$ cat config.mk
export PLATFORM = sky130hd
export DESIGN_NAME = form_urlencoded_pair_parser_top_flat
export DESIGN_NICKNAME = d
export VERILOG_FILES = /design/src/rtl/fup_pkg.sv /design/src/rtl/fup_channels.sv /design/src/rtl/form_urlencoded_pair_parser_top.sv /design/src/flat_wrapper.sv
export VERILOG_INCLUDE_DIRS = /design/src /design/src/rtl
export SDC_FILE = /design/constraint.sdc
export NUM_CORES = 1
export LEC_CHECK = 0
export ABC_AREA = 1
export BUFFER_PORTS_ARGS = -buffer_cell sky130_fd_sc_hd__buf_4
export CAP_MARGIN = 30
export CORE_MARGIN = 2
export CORE_UTILIZATION = 29
export CTS_CLUSTER_SIZE = 20
export DETAILED_ROUTE_END_ITERATION = 10
export PLACE_DENSITY = 0.55
export SLEW_MARGIN = 10
export SYNTH_ARGS = -nofsm -noshare
export SYNTH_HDL_FRONTEND = slang
export SYNTH_SLANG_ARGS = --single-unit
$ cat constraint.sdc
create_clock -name clock -period 4.2 [get_ports clock]
set_input_delay 0.42 -clock clock [delete_from_list [all_inputs] [get_ports clock]]
set_output_delay 0.42 -clock clock [all_outputs]
set_load 0.02 [all_outputs]
$ cat src/rtl/form_urlencoded_pair_parser_top_defines.svh
// Assertion macros shared by the form-urlencoded pair parser RTL.
`ifndef FORM_URLENCODED_PAIR_PARSER_TOP_DEFINES_SVH
`define FORM_URLENCODED_PAIR_PARSER_TOP_DEFINES_SVH

// Same-cycle implication, sampled on clock and disabled while reset is high.
`define FUP_ASSERT_IMP(lbl, ante, cons) \
   lbl: assert property (@(posedge clock) disable iff (reset) (ante) |-> (cons)) \
      else $error("fup assertion failed");

// Next-cycle implication, sampled on clock and disabled while reset is high.
`define FUP_ASSERT_NXT(lbl, ante, cons) \
   lbl: assert property (@(posedge clock) disable iff (reset) (ante) |=> (cons)) \
      else $error("fup assertion failed");

`endif

$ cat src/rtl/fup_pkg.sv
// Types, character constants and hex helpers for the form-urlencoded pair parser.
`default_nettype none

package fup_pkg;

   localparam int CH_W    = 8;
   localparam int EVT_MAX = 3;
   localparam int CNT_W   = 2;

   // Event codes on the result channel.
   typedef enum logic [2:0] {
      KIND_NAME    = 3'd0,
      KIND_VALUE   = 3'd1,
      KIND_RESTART = 3'd2,
      KIND_COMMIT  = 3'd3,
      KIND_DROP    = 3'd4
   } kind_type;

   // Held percent sequence progress.
   typedef enum logic [1:0] {
      PEND_NONE  = 2'd0,
      PEND_PCT   = 2'd1,
      PEND_DIGIT = 2'd2
   } pend_type;

   typedef struct packed {
      kind_type          kind;
      logic [CH_W-1:0]   data;
      logic              done;
   } evt_type;

   localparam logic [CH_W-1:0] CH_NUL      = 8'h00;
   localparam logic [CH_W-1:0] CH_AMP      = 8'h26;
   localparam logic [CH_W-1:0] CH_EQ       = 8'h3D;
   localparam logic [CH_W-1:0] CH_PCT      = 8'h25;
   localparam logic [CH_W-1:0] CH_PLUS     = 8'h2B;
   localparam logic [CH_W-1:0] CH_SPACE    = 8'h20;
   localparam logic [CH_W-1:0] CH_HEX_BIAS = 8'h57;
   localparam logic [CH_W-1:0] CH_DIG_LO   = 8'h30;
   localparam logic [CH_W-1:0] CH_DIG_HI   = 8'h39;
   localparam logic [CH_W-1:0] CH_LC_A     = 8'h61;
   localparam logic [CH_W-1:0] CH_LC_F     = 8'h66;
   localparam logic [CH_W-1:0] CH_UC_A     = 8'h41;
   localparam logic [CH_W-1:0] CH_UC_F     = 8'h46;
   localparam logic [CH_W-1:0] CH_CASE_BIT = 8'h20;

   // True for 0-9, a-f and A-F.
   function automatic logic is_hex(input logic [CH_W-1:0] c);
      return ((c >= CH_DIG_LO) && (c <= CH_DIG_HI)) ||
             ((c >= CH_LC_A) && (c <= CH_LC_F)) ||
             ((c >= CH_UC_A) && (c <= CH_UC_F));
   endfunction

   // Nibble value of a hex digit; letters fold to lower case first.
   function automatic logic [3:0] hex_val(input logic [CH_W-1:0] c);
      logic [CH_W-1:0] t;
      if ((c >= CH_DIG_LO) && (c <= CH_DIG_HI)) begin
         t = c - CH_DIG_LO;
      end else begin
         t = (c | CH_CASE_BIT) - CH_HEX_BIAS;
      end
      return t[3:0];
   endfunction

endpackage

`default_nettype wire

$ cat src/rtl/fup_channels.sv
// Valid/ready channel interfaces for characters, events and the control register.
`default_nettype none

interface fup_req_if;
   logic                      valid;
   logic                      ready;
   logic [fup_pkg::CH_W-1:0]  ch;
   modport source (output valid, output ch, input ready);
   modport sink   (input valid, input ch, output ready);
endinterface

interface fup_rsp_if;
   logic                      valid;
   logic                      ready;
   fup_pkg::kind_type         kind;
   logic [fup_pkg::CH_W-1:0]  data_byte;
   logic                      string_done;
   logic                      last_of_run;
   modport source (output valid, output kind, output data_byte, output string_done,
                   output last_of_run, input ready);
   modport sink   (input valid, input kind, input data_byte, input string_done,
                   input last_of_run, output ready);
endinterface

interface fup_csr_if;
   logic valid;
   logic ready;
   logic data;
   modport source (output valid, output data, input ready);
   modport sink   (input valid, input data, output ready);
endinterface

`default_nettype wire

$ cat src/rtl/form_urlencoded_pair_parser_top.sv
// Form-urlencoded pair parser: splits name=value text and percent-decodes values.
//
// One character enters per beat on req_if and is held in an input register.
// There it is decoded against the parser state (name or value, held percent
// digits) into zero to three events, which load the event buffer once it is
// free; the buffer registers them and drives rsp_if one event per beat.
// Sustained rate is one character per cycle while each character yields at
// most one event and the sink takes every event; a character that yields
// two or three events (held percent bytes flushed at a segment end or by a
// broken percent sequence) occupies the single event port until all are
// taken, so input stalls meanwhile. The input register lets one further
// character be taken while an event waits on a stalled sink. The user must
// write the plus_as_space register through csr_if only while the parser is
// idle; the block does not enforce this. The register resets to 1.
`default_nettype none
`include "form_urlencoded_pair_parser_top_defines.svh"

module form_urlencoded_pair_parser_top (
   input  wire logic  clock,
   input  wire logic  reset,
   fup_req_if.sink    req_if,
   fup_rsp_if.source  rsp_if,
   fup_csr_if.sink    csr_if
);

   localparam int CW = fup_pkg::CH_W;
   localparam int NW = fup_pkg::CNT_W;

   // Registers.
   logic                       plus_ff,       plus_in;
   logic                       in_vld_ff,     in_vld_in;
   logic [CW-1:0]              in_ch_ff,      in_ch_in;
   logic                       in_value_ff,   in_value_in;
   fup_pkg::pend_type          pend_ff,       pend_in;
   logic [CW-1:0]              digit_ff,      digit_in;
   fup_pkg::evt_type           evt_ff [fup_pkg::EVT_MAX];
   fup_pkg::evt_type           evt_in [fup_pkg::EVT_MAX];
   logic [NW-1:0]              cnt_ff,        cnt_in;

   // Decoder outputs.
   fup_pkg::evt_type           dec_evt [fup_pkg::EVT_MAX];
   logic [NW-1:0]              dec_n;
   logic                       dec_in_value;
   fup_pkg::pend_type          dec_pend;
   logic [CW-1:0]              dec_digit;

   logic req_take;
   logic rsp_take;
   logic buf_free;
   logic load;

   // Handshakes: the buffer accepts a decoded character when empty or while its last event is taken.
   assign rsp_take = rsp_if.valid && rsp_if.ready;
   assign buf_free = (cnt_ff == '0) || ((cnt_ff == NW'(1)) && rsp_if.ready);
   assign load     = in_vld_ff && buf_free;
   assign req_if.ready = !in_vld_ff || load;
   assign req_take = req_if.valid && req_if.ready;
   assign csr_if.ready = 1'b1;

   // Result channel always shows the head of the event buffer.
   assign rsp_if.valid       = (cnt_ff != '0);
   assign rsp_if.kind        = evt_ff[0].kind;
   assign rsp_if.data_byte   = evt_ff[0].data;
   assign rsp_if.string_done = evt_ff[0].done;
   assign rsp_if.last_of_run = (cnt_ff == NW'(1));

   // Character decoder: builds the event list and the next parser state.
   always_comb begin
      logic [CW-1:0] c;
      logic          term;
      logic          flush;
      c            = in_ch_ff;
      term         = (c == fup_pkg::CH_NUL);
      flush        = 1'b0;
      dec_n        = '0;
      dec_in_value = in_value_ff;
      dec_pend     = pend_ff;
      dec_digit    = digit_ff;
      for (int i = 0; i < fup_pkg::EVT_MAX; i++) begin
         dec_evt[i] = '{kind: fup_pkg::KIND_NAME, data: '0, done: 1'b0};
      end

      if ((c == fup_pkg::CH_AMP) || term) begin
         // Segment end: commit a pair that saw '=', else drop the name.
         if (in_value_ff) begin
            flush = 1'b1;
         end
         dec_in_value = 1'b0;
         dec_pend     = fup_pkg::PEND_NONE;
         dec_digit    = '0;
      end else if (c == fup_pkg::CH_EQ) begin
         dec_in_value = 1'b1;
         dec_pend     = fup_pkg::PEND_NONE;
         dec_digit    = '0;
      end else if (in_value_ff) begin
         if ((pend_ff == fup_pkg::PEND_PCT) && fup_pkg::is_hex(c)) begin
            dec_pend  = fup_pkg::PEND_DIGIT;
            dec_digit = c;
         end else if ((pend_ff == fup_pkg::PEND_DIGIT) && fup_pkg::is_hex(c)) begin
            dec_pend  = fup_pkg::PEND_NONE;
            dec_digit = '0;
         end else begin
            flush     = 1'b1;
            dec_pend  = (c == fup_pkg::CH_PCT) ? fup_pkg::PEND_PCT : fup_pkg::PEND_NONE;
            dec_digit = '0;
         end
      end

      // Held percent bytes go out raw ahead of anything else.
      if (flush && (pend_ff != fup_pkg::PEND_NONE)) begin
         dec_evt[dec_n] = '{kind: fup_pkg::KIND_VALUE, data: fup_pkg::CH_PCT, done: 1'b0};
         dec_n = dec_n + NW'(1);
         if (pend_ff == fup_pkg::PEND_DIGIT) begin
            dec_evt[dec_n] = '{kind: fup_pkg::KIND_VALUE, data: digit_ff, done: 1'b0};
            dec_n = dec_n + NW'(1);
         end
      end

      // The event caused by the character itself.
      if ((c == fup_pkg::CH_AMP) || term) begin
         dec_evt[dec_n] = '{kind: in_value_ff ? fup_pkg::KIND_COMMIT : fup_pkg::KIND_DROP,
                            data: '0, done: term};
         dec_n = dec_n + NW'(1);
      end else if (c == fup_pkg::CH_EQ) begin
         dec_evt[dec_n] = '{kind: fup_pkg::KIND_RESTART, data: '0, done: 1'b0};
         dec_n = dec_n + NW'(1);
      end else if (!in_value_ff) begin
         dec_evt[dec_n] = '{kind: fup_pkg::KIND_NAME, data: c, done: 1'b0};
         dec_n = dec_n + NW'(1);
      end else if ((pend_ff == fup_pkg::PEND_DIGIT) && fup_pkg::is_hex(c)) begin
         dec_evt[dec_n] = '{kind: fup_pkg::KIND_VALUE,
                            data: {fup_pkg::hex_val(digit_ff), fup_pkg::hex_val(c)},
                            done: 1'b0};
         dec_n = dec_n + NW'(1);
      end else if (flush && (c != fup_pkg::CH_PCT)) begin
         dec_evt[dec_n] = '{kind: fup_pkg::KIND_VALUE,
                            data: (plus_ff && (c == fup_pkg::CH_PLUS)) ?
                                  fup_pkg::CH_SPACE : c,
                            done: 1'b0};
         dec_n = dec_n + NW'(1);
      end
   end

   // Next-state logic for the input register, parser state and event buffer.
   always_comb begin
      plus_in     = csr_if.valid ? csr_if.data : plus_ff;
      in_vld_in   = in_vld_ff;
      in_ch_in    = in_ch_ff;
      in_value_in = in_value_ff;
      pend_in     = pend_ff;
      digit_in    = digit_ff;
      cnt_in      = cnt_ff;
      for (int i = 0; i < fup_pkg::EVT_MAX; i++) begin
         evt_in[i] = evt_ff[i];
      end

      if (req_take) begin
         in_vld_in = 1'b1;
         in_ch_in  = req_if.ch;
      end else if (load) begin
         in_vld_in = 1'b0;
      end

      if (load) begin
         in_value_in = dec_in_value;
         pend_in     = dec_pend;
         digit_in    = dec_digit;
         cnt_in      = dec_n;
         for (int i = 0; i < fup_pkg::EVT_MAX; i++) begin
            evt_in[i] = dec_evt[i];
         end
      end else if (rsp_take) begin
         cnt_in = cnt_ff - NW'(1);
         for (int i = 0; i < fup_pkg::EVT_MAX - 1; i++) begin
            evt_in[i] = evt_ff[i+1];
         end
      end
   end

   // Control state with reset.
   always_ff @(posedge clock) begin
      if (reset) begin
         plus_ff     <= 1'b1;
         in_vld_ff   <= 1'b0;
         in_value_ff <= 1'b0;
         pend_ff     <= fup_pkg::PEND_NONE;
         digit_ff    <= '0;
         cnt_ff      <= '0;
      end else begin
         plus_ff     <= plus_in;
         in_vld_ff   <= in_vld_in;
         in_value_ff <= in_value_in;
         pend_ff     <= pend_in;
         digit_ff    <= digit_in;
         cnt_ff      <= cnt_in;
      end
   end

   // Payload registers.
   always_ff @(posedge clock) begin
      in_ch_ff <= in_ch_in;
      for (int i = 0; i < fup_pkg::EVT_MAX; i++) begin
         evt_ff[i] <= evt_in[i];
      end
   end

   // Held percent digits only exist while a value is being collected.
   `FUP_ASSERT_IMP(a_pend_in_value, pend_ff != fup_pkg::PEND_NONE, in_value_ff)
   // A closing event is always the last of its run and is a commit or a drop.
   `FUP_ASSERT_IMP(a_done_last, rsp_if.valid && rsp_if.string_done,
                   rsp_if.last_of_run && ((rsp_if.kind == fup_pkg::KIND_COMMIT) ||
                                          (rsp_if.kind == fup_pkg::KIND_DROP)))
   // A terminator leaves the parser collecting a fresh name with nothing held.
   `FUP_ASSERT_NXT(a_term_clears, load && (in_ch_ff == fup_pkg::CH_NUL),
                   !in_value_ff && (pend_ff == fup_pkg::PEND_NONE))
   // A stalled event buffer keeps its contents and count.
   `FUP_ASSERT_NXT(a_buf_hold, rsp_if.valid && !rsp_if.ready,
                   $stable(cnt_ff) && $stable(evt_ff[0]))

endmodule

`default_nettype wire
$ cat src/flat_wrapper.sv
// flat-port wrapper written by rule: the top's interface ports become plain ports
module form_urlencoded_pair_parser_top_flat 
  (clock, reset, req_if_valid, req_if_ch, req_if_ready, rsp_if_valid, rsp_if_kind, rsp_if_data_byte, rsp_if_string_done, rsp_if_last_of_run, rsp_if_ready, csr_if_valid, csr_if_data, csr_if_ready);
  fup_req_if req_if_i ();
  fup_rsp_if rsp_if_i ();
  fup_csr_if csr_if_i ();
  input  wire logic clock;
  input  wire logic reset;
  input wire logic [$bits(req_if_i.valid)-1:0] req_if_valid;
  input wire logic [$bits(req_if_i.ch)-1:0] req_if_ch;
  output wire logic [$bits(req_if_i.ready)-1:0] req_if_ready;
  output wire logic [$bits(rsp_if_i.valid)-1:0] rsp_if_valid;
  output wire logic [$bits(rsp_if_i.kind)-1:0] rsp_if_kind;
  output wire logic [$bits(rsp_if_i.data_byte)-1:0] rsp_if_data_byte;
  output wire logic [$bits(rsp_if_i.string_done)-1:0] rsp_if_string_done;
  output wire logic [$bits(rsp_if_i.last_of_run)-1:0] rsp_if_last_of_run;
  input wire logic [$bits(rsp_if_i.ready)-1:0] rsp_if_ready;
  input wire logic [$bits(csr_if_i.valid)-1:0] csr_if_valid;
  input wire logic [$bits(csr_if_i.data)-1:0] csr_if_data;
  output wire logic [$bits(csr_if_i.ready)-1:0] csr_if_ready;
  assign req_if_i.valid = req_if_valid;
  assign req_if_i.ch = req_if_ch;
  assign req_if_ready = req_if_i.ready;
  assign rsp_if_valid = rsp_if_i.valid;
  assign rsp_if_kind = rsp_if_i.kind;
  assign rsp_if_data_byte = rsp_if_i.data_byte;
  assign rsp_if_string_done = rsp_if_i.string_done;
  assign rsp_if_last_of_run = rsp_if_i.last_of_run;
  assign rsp_if_i.ready = rsp_if_ready;
  assign csr_if_i.valid = csr_if_valid;
  assign csr_if_i.data = csr_if_data;
  assign csr_if_ready = csr_if_i.ready;
  form_urlencoded_pair_parser_top u_core (.clock(clock), .reset(reset), .req_if(req_if_i), .rsp_if(rsp_if_i), .csr_if(csr_if_i));
endmodule
Word-level counts from Yosys, hierarchy flattened
Memory sizes are Yosys's and may differ from the RTL's.
Cells that the tools add are included.
- word-level logic and storage cells: 123
- flip-flop bits (word level): 23
- memories: 1
- RAM bits: 36
- output and inout bits: 16
- memory list (name ; words ; width ; read ports ; clocked after memory_dff ; wr ports ; line ; source):
    u_core.evt_ff ; 3 ; 12 ; 3 ; 0 ; 3 ; form_urlencoded_pair_parser_top.sv:36 ; fup_pkg::evt_type evt_ff [fup_pkg::EVT_MAX];
- $add $sub $neg: 6
- muxes and demuxes: 57
- bitwise logic cells: 4
- reduce and logical (&&, ||, !) cells: 30
- magnitude comparators: 10
- equal/unequal tests: 8
- operators by type and width (operator ; count):
    2-to-1 mux 36 bit ; 5
    bitwise mux 36 bit ; 4
    2-to-1 mux 24 bit ; 2
    2-to-1 mux 4 bit ; 10
    2-to-1 mux 8 bit ; 5
    AND 32 x 33 -> 33 bit ; 1
    NOT 33 bit ; 1
    equality test 8 x 6 -> 1 bit (second input constant) ; 4
    2-to-1 mux 2 bit ; 14
    demux 12 bit (select 2 bit) ; 1
    2-to-1 mux 12 bit ; 2
    2-to-1 mux 22 bit ; 1
    greater-or-equal comparator 8 x 6 -> 1 bit (second input constant) ; 2
    greater-or-equal comparator 8 x 7 -> 1 bit (second input constant) ; 2
    <= comparator 8 x 6 -> 1 bit (second input constant) ; 2
    <= comparator 8 x 7 -> 1 bit (second input constant) ; 2
    logical AND 1 bit ; 14
    2-to-1 mux 1 bit ; 11
    2-to-1 mux 10 bit ; 1
    nonzero test 2 bit ; 5
    logical NOT 8 bit ; 1
    != test 8 x 6 -> 1 bit (second input constant) ; 1
    subtractor 4 x 1 -> 4 bit (second input constant) ; 2
    subtractor 4 x 3 -> 4 bit (second input constant) ; 2
    14 further kinds ; 20

Depth between registers and ports, before layout
Gate-level depths: netlist (run 1).
- depth after elaboration: 24
- mapped depth: 17

Worst setup path after synthesis (run 1)
Ideal clock, no wire load.
- path type: register -> register
- from: register u_core.in_ch_ff[1]
- to: memory u_core.evt_ff[0][1] (netlist name) (data pin)
- required time: 3.940 ns
- setup slack: 1.999 ns
- path buffers: 1
- arrival: 1.941 ns
- cell stages (with the launch flop): 17
- library setup time: 0.260 ns
- cells stage by stage: edfxtp_1 > inv_1 > ha_1 > inv_1 > nand3_1 > nand2_1 > nor2_1 > nand2_2 > nand2_4 > o21ai_4 > nand3_2 > inv_2 > buf_6 > nand3_1 > nand2_1 > o21ai_1 > a21oi_1
- RTL lines (item ; line ; source):
    start, declared ; form_urlencoded_pair_parser_top.sv:32 ; logic [CW-1:0] in_ch_ff, in_ch_in;
    start signal, assigned ; form_urlencoded_pair_parser_top.sv:201 ; in_ch_ff <= in_ch_in;
    end, declared ; form_urlencoded_pair_parser_top.sv:36 ;

==> flow_metrics.tcl, run 1 <==
set metrics [dict create \
    design.die.area_um2 12570 \
    grt_pass1_vias 2597 \
    die_width_um 112.1 \
    slowest_delay_ps 510 \
    fin_worst_skew_ps 10.95 \
    timing.hold.worst.start "req_if_ch[6]" \
    fmax_mhz 360.6 \
    timing.setup.tns_ps 0 \
    timing.final.crit_share_pct 66.03 \
    cts_stage_hold_buffer_count 0 \
    clk_root_buffer_cell "clkbuf_16" \
    synth_area_leaders "edfxtp_1 (39%), nand2_1 (9.1%), dfxtp_1 (8.9%)" \
    timing.critical_path.from_type "flop" \
    cts_tree "yes" \
    floorplan.initialDensity_pct 29.70 \
    worstPathMaxFanout 10 \
    finalSetupViolCount 0 \
    dpl-instance-area_um2 3621 \
    drc 0 \
    slew_headroom_pct 43.40 \
    drt-total-wl_mm 8.287 \
    fillerInstances 1207 \
    holdPathStages 1 \
    rsz0062_at_grt "no" \
    async_flop_share_pct 0 \
    synth_area_per_cell_um2 8.900 \
    final_period_minus_worst_setup_slack_ps 2773 \
    design.portCount 30 \
    clock_latency_ps 330 \
    detail_route.vias_per_cell 4.714 \
    globalRoute.totalOverflow 0 \
    post-route-util_pct 34.03 \
    power.total_uw 2195 \
    grt_first_pass_wirelength_mm 13.46 \
    synthesis.nets 406 \
    cp_most_frequent_cell "o21ai_0" \
    grt_antenna_before_repair 0 \
    netlist.area_leader.share_pct 38.97 \
    hold_viol 0 \
    core_region_area_um2 11420 \
    drive_gt1_share_pct 18.61 \
    post_cts.resized_instances 0 \
    p_leak_uw 0.001594 \
    reg2reg_slack_ps 1430 \
    track_usage_pct 13.64 \
    nNetsFinal 423 \
    path_clk_slew_ps 50 \
    finalMaxSlewViolations 0 \
    required_ps 4270 \
    post-synth-top-area-cell "edfxtp_1" \
    timing.setup.critical_path_class "flop to flop" \
    tritoncts_num_sinks 59 \
    synth-edff-count 44 \
    pin_count_of_the_biggest_net_entering_global_routing 32 \
    drt.antenna.violating_nets 0 \
    crit_path_end_kind "flop" \
    ir_worst_vdd_uv 423.1 \
    status "finished, final reports clean" \
    post_cts_setup_bufs 0 \
    final_cells 546 \
    worst_ep_arrival_time_ps 2850 \
    clock_tree.htree_level_count 3 \
    antenna_cells_inserted 0 \
    placement_rows 39 \
    drt-pass1-iter-count 4 \
    synth-seq-area-share_pct 47.82 \
    design_area_um2 3886 \
    port_buffers 28 \
    timing.hold.worst_endpoint "u_core.in_ch_ff[6]$_DFFE_PP_" \
    post-dp-hpwl_mm 5.881 \
    ys.warnings.count 0 \
    die_height_um 112.1 \
    rr_startpoint "u_core.in_ch_ff[1]$_DFFE_PP_" \
    total_placed_cells_including_tap_cells 530 \
    max-cap-violations 0 \
    worstPathCellList "inv_1 > ha_1 > inv_1 > nand3_1 > nand2_1 > nor2_1 > nand2_2 > nand2_4 > nand2_2 > inv_2 > o21ai_0 > o21ai_0 > nor2_1 > o21ai_0 > nand2_1" \
    syn-instance-count 381 \
    route.detailed.wl_per_inst_um 15.18 \
    drt_iter0_markers 172 \
    cts-buffers-inserted 9 \
    synth_top_flop_cell "edfxtp_1" \
    synthToLayoutAreaGrowth_pct 14.61 \
    globalplace.congestion 0.9601 \
    worst_slew_pin_slew_ps 848.1 \
    reg2regPathDepth 15 \
    synth_most_common_cell "nand2_1" \
    clockBufferDepth 2 \
    worst_hold_path_type "primary input to flop" \
    dr_total_vias 2574 \
    ys_ff_latch 59 \
    synth_cell_types 38 \
    synth.cells.most_frequent "nand2_1 (82), edfxtp_1 (44), nor2_1 (43)" \
    synth_area_um2 3391 \
    reg2reg_to "u_core.evt_ff[0][2]$_DFFE_PP_" \
    power_density_nw_per_um2 564.7 \
    critical-path-slowest-cell "edfxtp_1" \
]
## area by class of cell
| type | instances | area (um^2) | area share [%] |
|---|---|---|---|
| multi-input combinational | 256 | 1435 | 36.93 |
| timing repair buffer | 30 | 225.2 | 5.795 |
| tap | 143 | 178.9 | 4.604 |
| inverter | 42 | 160.2 | 4.121 |
| clock inverter | 4 | 18.77 | 0.4829 |
| clock buffer | 12 | 246.5 | 6.343 |
| sequential | 59 | 1622 | 41.73 |
## per-layer routing
metal	part of all wire, %	GRT usage (%)	vias to the layer above
li1	-	-	1300
met1	46	18.28	1200
met2	47	20.96	64
met3	5.4	3.834	10
met4	1.6	5.366	0
met5	0	0	-
## logic make-up (layout without fill, tap and decap cells)
group | after synthesis | count (layout) | synth area share, %
fa+ha+maj | 11 | 11 | 4.059
compound gates | 72 | 72 | 13.14
flops | 59 | 59 | 47.82
buf+inv | 66 | 88 | 9.926
simple gates | 166 | 166 | 23.54
other cells | 2 | 2 | 0.2215
xor+xnor | 5 | 5 | 1.291
## flip-flops by register name, indices dropped and copies added, names as in the netlist
register and count:
u_core.pend_ff 2, u_core.cnt_ff 2, u_core.digit_ff 8, u_core.in_ch_ff 8, u_core.in_value_ff 1, u_core.plus_ff 1
u_core.in_vld_ff 1, u_core.evt_ff 36
## through the flow
step,hold slack [ps],worst slack [ps]
after global routing,252.2,1279
after CTS,254.2,1497
after global placement,457.4,1501
after detailed placement,475.4,1506
final,266.7,1427
after floorplan,436.9,1999
## cell usage in the layout, fill, tap and decap left out, types with 5 or more instances in the layout
cell type   n
inv_1      37
a31oi_1     6
nand2_2     6
ha_1       11
edfxtp_1   44
o22ai_1     5
nor2_1     42
nand3_1    13
clkbuf_16   9
buf_4      30
a21oi_1    23
nand2_1    82
a22oi_1     7
dfxtp_1    15
xor2_1      5
o21ai_0    20
## how the worst max path moves through the flow
stage | slack (ps) | startpoint | cells after the start | end
after global routing | 1280 | u_core.in_ch_ff[1]$_DFFE_PP_ | 15 | u_core.evt_ff[0][2]$_DFFE_PP_
after CTS | 1500 | u_core.in_ch_ff[1]$_DFFE_PP_ | 15 | u_core.evt_ff[0][2]$_DFFE_PP_
final | 1430 | u_core.in_ch_ff[1]$_DFFE_PP_ | 15 | u_core.evt_ff[0][2]$_DFFE_PP_
after floorplan | 2000 | u_core.in_ch_ff[1]$_DFFE_PP_ | 16 | u_core.evt_ff[0][1]$_DFFE_PP_
after global placement | 1500 | u_core.in_ch_ff[1]$_DFFE_PP_ | 15 | u_core.evt_ff[0][9]$_DFFE_PP_
after detailed placement | 1510 | u_core.in_ch_ff[1]$_DFFE_PP_ | 15 | u_core.evt_ff[0][2]$_DFFE_PP_
## where the power goes
group / internal, uW / switching [uW]
Combinational: 215 / 386
Sequential: 864 / 66.5
Clock: 410 / 254
Total: 1490 / 706
## worst max-delay path: cells and delay by family, from the launching register on
kind	cells	cell delay [ps]
AO/OA/AOI/OAI	3	460
adder cells (fa/ha/maj)	1	290
buffers and inverters	3	500
flip-flops	1	510
AND/OR/NAND/NOR	8	750
Power figures use the tool's default switching activity.
==> inputs of run 2 (changes only) <==
- ABC_AREA: 1 -> 0
- clock period: 4.2 -> 2.73 ns (I/O delays scaled with it)
==> flow_metrics.tcl, run 2 <==
set metrics [dict create \
    status "finished, final reports clean" \
    synth_top_flop_cell "edfxtp_1" \
    power_density_nw_per_um2 722.4 \
    max-cap-violations 0 \
    drt-pass1-iter-count 5 \
    design.die.area_um2 12330 \
    track_usage_pct 15.20 \
    registers.top_by_ff_count "u_core.evt_ff" \
    hold_viol 0 \
    timing.final.crit_share_pct 94.77 \
    drt-total-wl_mm 9.031 \
    finalSetupViolCount 0 \
    drive_gt1_share_pct 23.14 \
    globalRoute.totalOverflow 0 \
    slew_headroom_pct 63.73 \
    die_height_um 111.0 \
    synthesis.nets 355 \
    dr_total_vias 2701 \
    finalMaxSlewViolations 0 \
    grt_first_pass_wirelength_mm 14.49 \
    ys.warnings.count 0 \
    detail_route.vias_per_cell 5.204 \
    clock_tree.htree_level_count 3 \
    placement_rows 39 \
    rsz0062_at_grt "no" \
    tritoncts_num_sinks 59 \
    power.total_uw 2951 \
    grt_antenna_before_repair 0 \
    core_region_area_um2 11320 \
    clock_latency_ps 330 \
    worst_slew_pin_slew_ps 538.3 \
    nNetsFinal 396 \
    synthToLayoutAreaGrowth_pct 22.93 \
    design.portCount 30 \
    drt.antenna.violating_nets 0 \
    synth_area_leaders "edfxtp_1 (40%), dfxtp_1 (9.0%), ha_1 (4.1%)" \
    ir_worst_vdd_uv 223.3 \
    fmax_mhz 386.5 \
    worstPathCellList "inv_1 > buf_4 > ha_1 > nor3b_2 > o21a_1 > or3_1 > or4_4 > o22ai_1" \
    largest_register_ffs 36 \
    async_flop_share_pct 0 \
    synth.cells.most_frequent "edfxtp_1 (44), nor2_1 (29), nand2_1 (26)" \
    globalplace.congestion 0.9116 \
    synth-edff-count 44 \
    clk_root_buffer_cell "clkbuf_16" \
    timing.setup.critical_path_class "flop to flop" \
    drc 0 \
    fillerInstances 1147 \
    synth_area_um2 3323 \
    floorplan.initialDensity_pct 29.35 \
    timing.critical_path.from_type "flop" \
    synth_area_per_cell_um2 10.07 \
    synth_most_common_cell "edfxtp_1" \
    pin_count_of_the_biggest_net_entering_global_routing 27 \
    syn-instance-count 330 \
    clockBufferDepth 2 \
    path_clk_slew_ps 60 \
    die_width_um 111.0 \
    synth-seq-area-share_pct 48.80 \
    critPathTopFamily "simple AND/OR/NAND/NOR gates" \
    layout.cells.most_common "buf_4" \
    slowest_delay_ps 470 \
    cts_tree "yes" \
    antenna_cells_inserted 0 \
    port_buffers 28 \
    critical_path.n_buffers_inverters 2 \
    final_period_minus_worst_setup_slack_ps 2587 \
    route.detailed.wl_per_inst_um 17.40 \
    fin_worst_skew_ps 5.972 \
    top_regs "u_core.evt_ff: 36 flops, u_core.digit_ff: 8 flops, u_core.in_ch_ff: 8 flops" \
    crit_path_end_kind "flop" \
    cts-buffers-inserted 9 \
    grt_pass1_vias 2683 \
    drt_iter0_markers 268 \
    post-dp-hpwl_mm 6.806 \
    post-synth-top-area-cell "edfxtp_1" \
    required_ps 2910 \
    synth_cell_types 63 \
    worst_hold_path_type "primary input to flop" \
    ys_ff_latch 59 \
    worstPathMaxFanout 7 \
    netlist.area_leader.share_pct 39.76 \
    critical-path-slowest-cell "or4_4" \
    worst_ep_arrival_time_ps 2770 \
    p_leak_uw 0.001521 \
    most-common-layout-cells "buf_4 (61), edfxtp_1 (44), nor2_1 (29), nand2_1 (26), a21oi_1 (17)" \
    timing.setup.tns_ps 0 \
]
run 2: cell families after synthesis:
kind of cell,after synthesis,share of synthesized area (%)
buffers and inverters,44,6.438
adder cells (fa/ha/maj),12,4.443
other,2,0.2260
AO/OA/AOI/OAI,100,21.54
XOR/XNOR,3,0.7908
multiplexers,2,0.6024
AND/OR/NAND/NOR,108,17.17
flip-flops,59,48.80
run 2: per-layer routing:
layer,global-route usage [%],wire length [um],vias up
met5,0,0,-
met2,22.74,3961,100
li1,-,-,1308
met4,7.160,258,0
met3,3.663,556,20
met1,20.76,4254,1273
run 2: metrics by stage:
stage | hold WS [ps] | cells | cell area [um^2] | util, % | worst slack [ps]
5_1_grt | 112.2 | 519 | 4085 | 36.09 | 5.625
2_1_floorplan | 345.8 | 330 | 3323 | - | 111.9
6_report | 116.0 | 519 | 4085 | 36.09 | 142.7
4_1_cts | 111.8 | 518 | 4060 | 35.86 | 35.86
3_3_place_gp | 450.9 | 502 | 3787 | 33.45 | 93.92
3_5_place_dp | 452.4 | 502 | 3787 | 33.45 | 55.68
run 2: worst paths after layout:
path | startpoint | end | slack [ps] | cells past startpoint
hold reg to reg | u_core.cnt_ff[1]$_SDFFE_PP0P_ | u_core.cnt_ff[1]$_SDFFE_PP0P_ | 500 | 2
setup / recovery | u_core.in_ch_ff[0]$_DFFE_PP_ | u_core.evt_ff[0][7]$_DFFE_PP_ | 140 | 8
hold / removal | req_if_ch[5] | u_core.in_ch_ff[5]$_DFFE_PP_ | 120 | 1
setup reg to reg | u_core.in_ch_ff[0]$_DFFE_PP_ | u_core.evt_ff[0][7]$_DFFE_PP_ | 140 | 8
run 2: area by class of cell:
| type | count | area, um^2 | share of cell area [%] |
|---|---|---|---|
| multi-input cells | 227 | 1505 | 36.85 |
| repair buffers | 61 | 457.9 | 11.21 |
| well taps | 143 | 178.9 | 4.380 |
| flip-flops and latches | 59 | 1622 | 39.69 |
| clock inverters | 5 | 30.03 | 0.7351 |
| inverters | 13 | 48.80 | 1.194 |
| clock buffers | 11 | 242.7 | 5.942 |
run 2: report_power, final:
group          internal, uW  switching, uW
Sequential             1170           57.4
Combinational           276            417
Clock                   633            396
Total                  2080            870
run 2: what timing repair did:
| item | 4_1_cts | 5_1_grt |
|---|---|---|
| endpoints found under the setup margin | 0 | 21 |
| resized for setup | 0 | 4 |
| buffers inserted | 0 | 1 |
| hold buffers | 0 | 0 |
==> inputs of run 3 (changes only) <==
- MAX_ROUTING_LAYER: not set -> met4
==> flow_metrics.tcl, run 3 (synthesized netlist as in run 2, its figures left out) <==
set metrics [dict create \
    cts-buffers-inserted 9 \
    drt-pass1-iter-count 5 \
    final_period_minus_worst_setup_slack_ps 2602 \
    p_leak_uw 0.001534 \
    timing.setup.critical_path_class "flop to flop" \
    required_ps 2890 \
    most-common-layout-cells "buf_4 (60), edfxtp_1 (44), nor2_1 (29), nand2_1 (26), a21oi_1 (17)" \
    route.detailed.wl_per_inst_um 17.23 \
    power_density_nw_per_um2 748.4 \
    crit_path_end_kind "flop" \
    critical_path.n_buffers_inverters 2 \
    layout_setup_ws_ps 128.4 \
    path_clk_slew_ps 50 \
    timing.setup.tns_ps 0 \
    max-cap-violations 0 \
    ir_worst_vdd_uv 295.1 \
    design.die.area_um2 12330 \
    grt_antenna_before_repair 0 \
    largest_register_ffs 36 \
    synthToLayoutAreaGrowth_pct 23.98 \
    placement_rows 39 \
    design.portCount 30 \
    worstPathMaxFanout 8 \
    port_buffers 28 \
    clock_latency_ps 330 \
    registers.top_by_ff_count "u_core.evt_ff" \
    finalMaxSlewViolations 0 \
    grt_first_pass_wirelength_mm 14.42 \
    timing.final.crit_share_pct 95.30 \
    detail_route.vias_per_cell 5.282 \
    clockBufferDepth 2 \
    dr_total_vias 2736 \
    cts_tree "yes" \
    hold_viol 0 \
    antenna_cells_inserted 0 \
    tritoncts_num_sinks 59 \
    worst_slew_pin_slew_ps 519.4 \
    track_usage_pct 15.26 \
    slowest_delay_ps 480 \
    globalplace.congestion 0.8708 \
    timing.critical_path.from_type "flop" \
    die_height_um 111.0 \
    fmax_mhz 384.4 \
    drt_iter0_markers 190 \
    post-dp-hpwl_mm 6.689 \
    worst_hold_path_type "primary input to flop" \
    drt-total-wl_mm 8.926 \
    layout.cells.most_common "buf_4" \
    finalSetupViolCount 0 \
    core_region_area_um2 11320 \
    die_width_um 111.0 \
    dp_worst_setup_slack_ps 56.60 \
    slew_headroom_pct 65.28 \
    floorplan.initialDensity_pct 29.35 \
    fin_worst_skew_ps 7.467 \
    clock_tree.htree_level_count 3 \
    drc 0 \
    rsz0062_at_grt "no" \
    clk_root_buffer_cell "clkbuf_16" \
    worst_ep_arrival_time_ps 2760 \
    status "finished, final reports clean" \
    critical-path-slowest-cell "or4_4" \
    drive_gt1_share_pct 22.40 \
    critPathTopFamily "simple AND/OR/NAND/NOR gates" \
    grt_pass1_vias 2630 \
    worstPathCellList "inv_1 > buf_4 > ha_1 > nor3b_2 > o21a_1 > or3_1 > or4_4 > o22ai_1" \
    drt.antenna.violating_nets 0 \
    pin_count_of_the_biggest_net_entering_global_routing 27 \
    globalRoute.totalOverflow 0 \
    top_regs "u_core.evt_ff: 36 flops, u_core.digit_ff: 8 flops, u_core.in_ch_ff: 8 flops" \
    nNetsFinal 395 \
]
## run 3: cell count changes in the layout (fill, tap and decap cells not counted)
cell / change
buf_4: -1
o2111ai_1: -1
clkinv_1: +3
clkinv_4: +1
o2111ai_2: +1
clkinv_2: -3
bufinv_16: +2
clkinvlp_4: -2
clkbuf_8: -1
## run 3: worst paths after layout
check                                      from                            end  slack, ps  depth (start not counted)
hold reg to reg   u_core.cnt_ff[1]$_SDFFE_PP0P_  u_core.cnt_ff[1]$_SDFFE_PP0P_        500                          2
setup reg to reg   u_core.in_ch_ff[0]$_DFFE_PP_  u_core.evt_ff[0][2]$_DFFE_PP_        130                          8
hold / removal                     req_if_ch[5]   u_core.in_ch_ff[5]$_DFFE_PP_        120                          1
setup / recovery   u_core.in_ch_ff[0]$_DFFE_PP_  u_core.evt_ff[0][2]$_DFFE_PP_        130                          8
## run 3: layer usage
layer / global-route usage (%) / routed length, um / up-vias
met5: - / 0 / -
met4: 4.774 / 146 / 0
met3: 3.554 / 528 / 16
met2: 23.11 / 4116 / 97
met1: 20.41 / 4134 / 1313
li1: - / - / 1310
## run 3: timing repair
action                     in CTS  in global routing
hold buffers                    0                  0
buffers inserted                0                  0
setup endpoints to repair       0                 22
resized for setup               0                  5
## run 3: final cells by class
class                   count  area [um^2]
clock buffers              10        229.0
clock inverters             6        80.08
fillers                  1159         7201
inverters                  13        48.80
multi-input cells         227         1511
flip-flops and latches     59         1622
well taps                 143        178.9
repair buffers             60        450.4
## run 3: power breakdown
| group | internal, uW | switching (uW) |
|---|---|---|
| Combinational | 273 | 418 |
| Sequential | 1170 | 57.1 |
| Clock | 789 | 374 |
## run 3: through the flow
stage	instances	total power [uW]	utilization, %	hold WS (ps)	area (um^2)
floorplan	330	1725	-	345.8	3323
global placement	502	1929	33.45	450.9	3787
detailed placement	502	1934	33.45	452.4	3787
CTS	518	3103	36.18	118.1	4096
global route	518	3230	36.39	118.3	4120
finish	518	3084	36.39	120.3	4120
